**src/rtl/mcstb_pkg.sv**
```systemverilog
`timescale 1ns / 1ps
package mcstb_pkg;

  // Command codes carried in the op field
  typedef enum logic [2:0] {
    OP_TICK       = 3'd0,
    OP_START_ONCE = 3'd1,
    OP_START_AUTO = 3'd2,
    OP_STOP       = 3'd3,
    OP_CHECK      = 3'd4,
    OP_DELAY      = 3'd5,
    OP_ELAPSED    = 3'd6
  } mcstb_op_e;

  // Tick divider period and shortest delay length
  localparam logic [3:0]  TICK_DIVIDE = 4'd10;
  localparam logic [31:0] MIN_DELAY   = 32'd2;

  // Command item
  typedef struct packed {
    logic [2:0]  op;
    logic [7:0]  timer_id;
    logic [31:0] duration;
    logic [31:0] start_time;
  } mcstb_cmd_t;

  // Response item
  typedef struct packed {
    logic        expired;
    logic        delay_done;
    logic [31:0] run_time;
    logic [31:0] elapsed;
    logic        ten_tick_pulse;
  } mcstb_rsp_t;

  // One timer entry as held in the timer memory
  typedef struct packed {
    logic [31:0] remaining;
    logic [31:0] reload;
    logic        flag;
    logic        auto_mode;
  } mcstb_entry_t;

  // Requests to the global tick unit
  typedef struct packed {
    logic        tick;
    logic        delay_load;
    logic [31:0] duration;
  } mcstb_sys_cmd_t;

  // Global tick unit status
  typedef struct packed {
    logic        delay_done;
    logic [31:0] run_time;
    logic        pulse;
  } mcstb_sys_stat_t;

endpackage

```
**src/rtl/mcstb_mem.sv**
```systemverilog
`timescale 1ns / 1ps
module mcstb_mem
  import mcstb_pkg::*;
#(
  parameter int DEPTH = 8,
  parameter int AW    = 3
) (
  input  logic               clk_i,
  input  logic               rst_ni,
  input  logic               rd_en_i,
  input  logic [AW-1:0]      raddr_i,
  output mcstb_entry_t       rdata_o,
  input  logic               wr_en_i,
  input  logic [AW-1:0]      waddr_i,
  input  mcstb_entry_t       wdata_i
);

  mcstb_entry_t mem_q [DEPTH];
  logic [DEPTH-1:0] valid_q;
  mcstb_entry_t rdata_q;

  // Write the entry array
  always_ff @(posedge clk_i) begin
    if (wr_en_i) begin
      mem_q[waddr_i] <= wdata_i;
    end
  end

  // Mark written entries; unwritten ones read as zero
  always_ff @(posedge clk_i or negedge rst_ni) begin
    if (!rst_ni) begin
      valid_q <= '0;
    end else if (wr_en_i) begin
      valid_q[waddr_i] <= 1'b1;
    end
  end

  // Register the read data
  always_ff @(posedge clk_i) begin
    if (rd_en_i) begin
      rdata_q <= valid_q[raddr_i] ? mem_q[raddr_i] : '0;
    end
  end

  assign rdata_o = rdata_q;

endmodule

```
**src/rtl/mcstb_sys.sv**
```systemverilog
`timescale 1ns / 1ps
module mcstb_sys
  import mcstb_pkg::*;
(
  input  logic            clk_i,
  input  logic            rst_ni,
  input  mcstb_sys_cmd_t  cmd_i,
  output mcstb_sys_stat_t stat_o
);

  logic [31:0] delay_q;
  logic        timeout_q;
  logic [31:0] runtime_q;
  logic [3:0]  div_q;
  logic        pulse_q;

  // Advance delay, runtime and divider on a tick; load the delay on request
  always_ff @(posedge clk_i or negedge rst_ni) begin
    if (!rst_ni) begin
      delay_q   <= '0;
      timeout_q <= 1'b0;
      runtime_q <= '0;
      div_q     <= '0;
      pulse_q   <= 1'b0;
    end else if (cmd_i.tick) begin
      if (delay_q != '0) begin
        delay_q <= delay_q - 32'd1;
        if (delay_q == 32'd1) begin
          timeout_q <= 1'b1;
        end
      end
      runtime_q <= runtime_q + 32'd1;
      if (div_q == TICK_DIVIDE - 4'd1) begin
        div_q   <= '0;
        pulse_q <= 1'b1;
      end else begin
        div_q   <= div_q + 4'd1;
        pulse_q <= 1'b0;
      end
    end else if (cmd_i.delay_load && (cmd_i.duration != '0)) begin
      delay_q   <= (cmd_i.duration == 32'd1) ? MIN_DELAY : cmd_i.duration;
      timeout_q <= 1'b0;
    end
  end

  assign stat_o.delay_done = timeout_q;
  assign stat_o.run_time   = runtime_q;
  assign stat_o.pulse      = pulse_q;

endmodule

```
**src/rtl/multi_channel_soft_timer_bank_core.sv**
```systemverilog
`timescale 1ns / 1ps
// Bank of NUM_TIMERS soft timers kept in one timer memory with a registered read port.
// An item is taken when start is high and busy is low; its response shows on rsp_o for
// exactly one cycle with rsp_valid_o high, and the receiver cannot hold it off, so it
// must take every response in that cycle. A tick sweeps the timer memory one entry a
// cycle, reading the next entry while writing back the one before, and the response is
// registered in the cycle of the last write-back; start, stop and check on a timer are one
// read in ST_ENT_RD and one write-back in ST_FINISH; delay, elapsed and the unused code go
// straight to ST_FINISH. A new item can be taken in the cycle its predecessor's response is shown.
module multi_channel_soft_timer_bank_core
  import mcstb_pkg::*;
#(
  parameter int NUM_TIMERS = 8
) (
  input  logic       clk_i,
  input  logic       rst_ni,
  input  logic       start,
  output logic       busy,
  input  mcstb_cmd_t cmd_i,
  output logic       rsp_valid_o,
  output mcstb_rsp_t rsp_o
);

  localparam int AW = (NUM_TIMERS > 1) ? $clog2(NUM_TIMERS) : 1;
  localparam int CW = $clog2(NUM_TIMERS + 1);

  typedef enum logic [1:0] {
    ST_IDLE,
    ST_SWEEP,
    ST_ENT_RD,
    ST_FINISH
  } state_e;

  state_e          state_q, state_d;
  logic [CW-1:0]   cnt_q, cnt_d;
  logic [CW-1:0]   cnt_m1;
  logic            ent_wb_q, ent_wb_d;
  mcstb_cmd_t      req_q;
  mcstb_rsp_t      rsp_q, rsp_d;
  logic            rsp_valid_q, rsp_valid_d;
  logic            accept;
  logic            id_ok;
  mcstb_op_e       acc_op, req_op;

  logic            rd_en, wr_en;
  logic [AW-1:0]   raddr, waddr;
  mcstb_entry_t    rdata, wdata;
  logic            ent_exp;
  logic            finish;

  mcstb_sys_cmd_t  sys_cmd;
  mcstb_sys_stat_t sys_stat;

  assign accept = start && !busy;
  assign acc_op = mcstb_op_e'(cmd_i.op);
  assign req_op = mcstb_op_e'(req_q.op);
  assign id_ok  = {1'b0, cmd_i.timer_id} < 9'(NUM_TIMERS);
  assign cnt_m1 = cnt_q - CW'(1);

  // Hand tick and delay commands to the global unit at acceptance
  assign sys_cmd.tick       = accept && (acc_op == OP_TICK);
  assign sys_cmd.delay_load = accept && (acc_op == OP_DELAY);
  assign sys_cmd.duration   = cmd_i.duration;

  mcstb_sys u_sys (
    .clk_i  (clk_i),
    .rst_ni (rst_ni),
    .cmd_i  (sys_cmd),
    .stat_o (sys_stat)
  );

  mcstb_mem #(
    .DEPTH (NUM_TIMERS),
    .AW    (AW)
  ) u_mem (
    .clk_i   (clk_i),
    .rst_ni  (rst_ni),
    .rd_en_i (rd_en),
    .raddr_i (raddr),
    .rdata_o (rdata),
    .wr_en_i (wr_en),
    .waddr_i (waddr),
    .wdata_i (wdata)
  );

  // Drive memory addresses from the sequencer
  always_comb begin
    rd_en = 1'b0;
    raddr = req_q.timer_id[AW-1:0];
    wr_en = 1'b0;
    waddr = req_q.timer_id[AW-1:0];
    if (state_q == ST_SWEEP) begin
      rd_en = (cnt_q != CW'(NUM_TIMERS));
      raddr = cnt_q[AW-1:0];
      wr_en = (cnt_q != '0);
      waddr = cnt_m1[AW-1:0];
    end else if (state_q == ST_ENT_RD) begin
      rd_en = 1'b1;
    end else if (ent_wb_q) begin
      wr_en = 1'b1;
    end
  end

  // Modify the entry read back: decrement on a tick, else apply the command
  always_comb begin
    wdata   = rdata;
    ent_exp = 1'b0;
    case (req_op)
      OP_TICK: begin
        if (rdata.remaining != '0) begin
          wdata.remaining = rdata.remaining - 32'd1;
          if (rdata.remaining == 32'd1) begin
            wdata.flag = 1'b1;
            if (rdata.auto_mode) begin
              wdata.remaining = rdata.reload;
            end
          end
        end
      end
      OP_START_ONCE, OP_START_AUTO: begin
        wdata.remaining = req_q.duration;
        wdata.reload    = req_q.duration;
        wdata.flag      = 1'b0;
        wdata.auto_mode = (req_op == OP_START_AUTO);
      end
      OP_STOP: begin
        wdata.remaining = '0;
        wdata.flag      = 1'b0;
      end
      OP_CHECK: begin
        ent_exp    = rdata.flag;
        wdata.flag = 1'b0;
      end
      default: begin
        wdata = rdata;
      end
    endcase
  end

  // Sequence the item through the memory
  always_comb begin
    state_d  = state_q;
    cnt_d    = cnt_q;
    ent_wb_d = 1'b0;
    finish   = 1'b0;
    unique case (state_q)
      ST_IDLE: begin
        if (accept) begin
          cnt_d = '0;
          if (acc_op == OP_TICK) begin
            state_d = ST_SWEEP;
          end else if (id_ok && ((acc_op == OP_START_ONCE) || (acc_op == OP_START_AUTO) ||
                                 (acc_op == OP_STOP) || (acc_op == OP_CHECK))) begin
            state_d = ST_ENT_RD;
          end else begin
            state_d = ST_FINISH;
          end
        end
      end
      ST_SWEEP: begin
        cnt_d = cnt_q + CW'(1);
        if (cnt_q == CW'(NUM_TIMERS)) begin
          finish  = 1'b1;
          state_d = ST_IDLE;
        end
      end
      ST_ENT_RD: begin
        ent_wb_d = 1'b1;
        state_d  = ST_FINISH;
      end
      ST_FINISH: begin
        finish  = 1'b1;
        state_d = ST_IDLE;
      end
      default: begin
        state_d = ST_IDLE;
      end
    endcase
  end

  // Form the response from the global status after the item
  always_comb begin
    rsp_valid_d          = finish;
    rsp_d                = rsp_q;
    rsp_d.expired        = ent_wb_q && (req_op == OP_CHECK) && ent_exp;
    rsp_d.delay_done     = sys_stat.delay_done;
    rsp_d.run_time       = sys_stat.run_time;
    rsp_d.elapsed        = (req_op == OP_ELAPSED) ? (sys_stat.run_time - req_q.start_time)
                                                  : '0;
    rsp_d.ten_tick_pulse = (req_op == OP_TICK) && sys_stat.pulse;
    if (!finish) begin
      rsp_d = rsp_q;
    end
  end

  // Hold sequencer state and registered outputs
  always_ff @(posedge clk_i or negedge rst_ni) begin
    if (!rst_ni) begin
      state_q     <= ST_IDLE;
      cnt_q       <= '0;
      ent_wb_q    <= 1'b0;
      rsp_valid_q <= 1'b0;
      rsp_q       <= '0;
    end else begin
      state_q     <= state_d;
      cnt_q       <= cnt_d;
      ent_wb_q    <= ent_wb_d;
      rsp_valid_q <= rsp_valid_d;
      rsp_q       <= rsp_d;
    end
  end

  // Capture the accepted item
  always_ff @(posedge clk_i) begin
    if (accept) begin
      req_q <= cmd_i;
    end
  end

  assign busy        = (state_q != ST_IDLE);
  assign rsp_valid_o = rsp_valid_q;
  assign rsp_o       = rsp_q;

endmodule

```
**config.mk**
```make
export PLATFORM = sky130hd
export DESIGN_NAME = multi_channel_soft_timer_bank_core
export DESIGN_NICKNAME = d
export VERILOG_FILES = /design/src/rtl/mcstb_pkg.sv /design/src/rtl/mcstb_mem.sv /design/src/rtl/mcstb_sys.sv /design/src/rtl/multi_channel_soft_timer_bank_core.sv
export SDC_FILE = /design/constraint.sdc
export NUM_CORES = 1
export LEC_CHECK = 0
export BUFFER_PORTS_ARGS = -buffer_cell sky130_fd_sc_hd__buf_2
export CAP_MARGIN = 5
export CORE_UTILIZATION = 50
export DETAILED_ROUTE_END_ITERATION = 6
export PLACE_DENSITY = 0.76
export SLEW_MARGIN = 0
export SYNTH_ARGS = -nofsm -noshare
export SYNTH_HDL_FRONTEND = slang
export SYNTH_HIERARCHICAL = 1
export SYNTH_SLANG_ARGS = --single-unit
```
**constraint.sdc**
```tcl
create_clock -name clk_i -period 5.75 [get_ports clk_i]
set_input_delay 0.575 -clock clk_i [delete_from_list [all_inputs] [get_ports clk_i]]
set_output_delay 0.575 -clock clk_i [all_outputs]
set_load 0.01 [all_outputs]
```
==> flow_summary_export.csv <==
group,metric,value,unit
global_route,grt_pass1_vias,22007,
synth,yosys.area.top_type_share,56.47,%
global_route,grt_overflow,0,
synth,synth_compound_area_share,6.411,%
synth,ys_seq_area_share,67.32,%
clock_tree,worstSkewPairLatency,0.64,ns
min_path,worstHoldStart,"cmd_i[9]",
sta,period_share,68.47,%
cells_and_area,final_core_util,57.01,%
floorplanning,row_count,97,
synth,synthSimpleGateAreaFrac,9.685,%
global_route,antenna_found_initial,3,
synth,syn_inst,2379,
floorplanning,core-area,69910,sq um
route,routed_wl,84200,um
route,drt_iter0_drc,2283,
sta,timing.slew.headroom,13.46,%
setup_path,critical_path.slowest_cell,"mux2i_4",
placed_design,preCtsSetupSlack,1.777,ns
power_and_ir_drop,vdd.ir_drop.worst,559.1,uV
floorplanning,die_y,267.7,um
synth,async_flop_share,18.73,%
min_path,min_path_type,"primary input to flip-flop",
route,vias,21682,
floorplanning,start_util,50.50,%
placed_design,port_buffers,146,
power_and_ir_drop,p_leak,0.01470,uW
cells_and_area,syn_to_final_growth,12.89,%
sta,slew_viol_final,0,
clock_tree,htreeDepth,3,
synth,synth_mux_area_share,10.66,%
floorplanning,num_io_pins,147,
clock_tree,post_cts_buffers,0,
sta,fin_ws,1.813,ns
setup_path,cp_top_family,"multiplexers",
sta,hold_viol_final,0,
sta,hold_slack,0.1115,ns
synth,synth_fa_ha_area_share,1.474,%
sta,rsz0062_at_grt,"no",
global_route,grt_start_max_net_pins,113,
clock_tree,clock-root-buffer,"clkbuf_16",
route,vias_per_cell,6.137,
clock_tree,cts_inserted_buffers,82,
setup_path,worstPathCellList,"nand2b_1 > nand2_1 > o21ai_4 > buf_4 > mux4_2 > mux2i_4 > buf_4 > nor2_1",
floorplanning,dieArea,71680,sq um
sta,worstMarginPinSlew,1.278,ns
synth,synth_seq_cells,817,
sta,fmax,254.0,MHz
synth,synth_area_leaders,"edfxtp_1, dfrtp_1, mux4_2, nand2_1, mux2i_1",
power_and_ir_drop,power.density,582.2,nW/um^2
global_route,grt_pass1_wl,128700,um
cells_and_area,nNetsFinal,2646,
setup_path,cpPeakStageDelay,0.85,ns
setup_path,critPathBufInv,2,
cells_and_area,fillCellCount,5324,
synth,synth-edff-count,664,
clock_tree,clk_pin_slew,0.06,ns
setup_path,setup.worst_path.start_class,"flip-flop",
setup_path,crit_type,"flip-flop to flip-flop",
route,routedWlPerCell,23.83,um
cells_and_area,multi_input_area,10870,sq um
synth,synth_fp_nets,2498,
synth,synth_top_family_by_area,"multiplexers",
synth,synth_cell_types,95,
run_status,outcome,"complete, no violations",
setup_path,crit-reg2reg-launch,"state_q[1]",
setup_path,arrival,4.29,ns
sta,fin_worst_skew,0.04400,ns
route,drc_errors,0,
cells_and_area,stdcell_area,39860,sq um
setup_path,crit_start,"state_q[1]",
setup_path,required,6.11,ns
sta,setup_tns,0,ns
synth,yosys.area.top_type,"edfxtp_1",
sta,period_minus_slack,3.937,ns
clock_tree,cts_tree,"built",
clock_tree,cts_max_path_buffers,3,
setup_path,crit_top_cell,"buf_4",
synth,synth-main-ff-cell,"edfxtp_1",
setup_path,worstPathMaxFanout,25,
setup_path,crit_path_end_kind,"flip-flop",
synth,netlist_area,35310,sq um
placed_design,dpl.hpwl,51150,um
synth,avgSynthCellArea,14.84,sq um
placed_design,routabilityCongestion,0.8739,
floorplanning,die_w,267.7,um
job,drv_cap,0,
route,firstDrtPassIters,6,
clock_tree,cts.sinks,817,
route,postRouteAntennaNets,0,
global_route,grtUsageTotal,23.74,%
synth,synth-xor-area-share,2.233,%
synth,ys.warnings.count,6,
cells_and_area,drive_gt1_share,19.88,%
cells_and_area,register_area,23770,sq um
placed_design,placed_area,37080,sq um
sta,finalSetupViolations,0,
sequential cells by signal, summed over array words and instances (netlist names):
| register | count |
|---|---|
| req_op | 3 |
| req_q | 67 |
| ent_wb_q | 1 |
| u_sys/div_q | 4 |
| state_q | 2 |
| u_mem/valid_q | 8 |
| u_mem/mem_q | 528 |
| rsp_o | 67 |
| u_mem/rdata_o | 66 |
| u_sys/delay_q | 32 |
| u_sys/runtime_q | 32 |
| rsp_valid_o | 1 |
| u_sys/pulse_q | 1 |
| u_sys/timeout_q | 1 |
| cnt_q | 4 |
path summary, 6_finish.rpt:
| path | end | cells past startpoint | slack [ns] |
|---|---|---|---|
| setup reg to reg | u_mem/rdata_o[22] | 8 | 1.81 |
| hold reg to reg | u_mem/valid_q[2] | 1 | 0.47 |
| max in group asynchronous | rsp_o[7] | 3 | 3.73 |
| hold / removal | req_q[9] | 1 | 0.11 |
| min in group asynchronous | u_sys/delay_q[26] | 2 | 0.55 |
| setup / recovery | u_mem/rdata_o[22] | 8 | 1.81 |
layout by cell type, fill, tap and decap left out, types with 14 or more instances in the layout:
cell and n:
a21o_1 14, a21oi_1 61, a31oi_1 14, buf_2 145, buf_4 26, clkbuf_1 14, clkbuf_16 82, clkinv_2 15
dfrtp_1 153, edfxtp_1 664, ha_1 40, inv_1 54, mux2i_1 70, mux4_2 134, nand2_1 325, nand3_1 32
nand4_1 24, nor2_1 172, nor3_1 36, nor4_1 28, o21ai_0 78, or3_1 14, xnor2_1 51, xor2_1 39
Yosys cell counts (6+ instances only):
| cell | number |
|---|---|
| edfxtp_1 | 664 |
| nand2_1 | 326 |
| nor2_1 | 180 |
| dfrtp_1 | 153 |
| mux4_2 | 134 |
| o21ai_0 | 80 |
| mux2i_1 | 70 |
| clkbuf_1 | 62 |
| a21oi_1 | 61 |
| inv_1 | 55 |
| xnor2_1 | 51 |
| ha_1 | 40 |
| xor2_1 | 39 |
| nor3_1 | 38 |
| nand3_1 | 32 |
| nor4_1 | 28 |
| buf_2 | 25 |
| nand4_1 | 24 |
| buf_4 | 16 |
| a21o_1 | 14 |
| a31oi_1 | 14 |
| or3_1 | 14 |
| o21ai_1 | 13 |
| a22oi_1 | 12 |
| nor2b_1 | 12 |
| o311ai_2 | 12 |
| nand2b_1 | 11 |
| and3_1 | 10 |
| o31ai_1 | 10 |
| or2_2 | 10 |
| o211ai_1 | 9 |
| a211oi_1 | 8 |
| or4_1 | 8 |
| o311ai_1 | 7 |
| buf_6 | 6 |
through the flow:
stage	total power (uW)	instances
floorplan	15440	2379
global placement	17400	3382
detailed placement	17750	3382
CTS	23270	3530
global route	24150	3532
finish	23200	3533
report_power, final:
part	switching (uW)	total, uW	internal, uW
Sequential	963	10400	9480
Combinational	4520	7290	2780
Clock	2260	5470	3200
Total	7740	23200	15500
cell type report:
type / count / share of cell area [%]
flip-flops and latches: 817 / 59.63
multi-input cells: 1390 / 27.28
clock buffers: 101 / 5.453
well taps: 940 / 2.951
repair buffers: 179 / 2.665
clock inverters: 46 / 1.463
inverters: 57 / 0.5399
diodes: 3 / 0.01884
cells by family (layout without fill, tap and decap cells):
kind of cell | Yosys count | after routing
compound gates | 317 | 317
xor+xnor | 90 | 90
fa+ha+maj | 41 | 41
buf+inv | 172 | 383
flops | 817 | 817
mux | 207 | 207
other cells | 0 | 3
simple gates | 735 | 735
timing repair:
action | 4_1_cts | 5_1_grt
hold buffers | 1 | 0
hold endpoints to repair | 16 | 0
setup endpoints to repair | 0 | 0
resized for setup | 0 | 0
worst register-to-register path, cell delays in order, from the launching register on:
cell	delay, ns
dfrtp_1	0.48
nand2b_1	0.46
nand2_1	0.19
o21ai_4	0.08
buf_4	0.44
mux4_2	0.60
mux2i_4	0.85
buf_4	0.46
nor2_1	0.11
layer usage:
metal / up-vias / wire length (um) / GRT usage, %
met5: - / 22 / 0
met4: 2 / 2419 / 8.479
met3: 186 / 8557 / 5.342
met2: 1224 / 40750 / 38.41
met1: 10888 / 32450 / 31.69
li1: 9382 / - / -
Power figures use the tool's default switching activity.
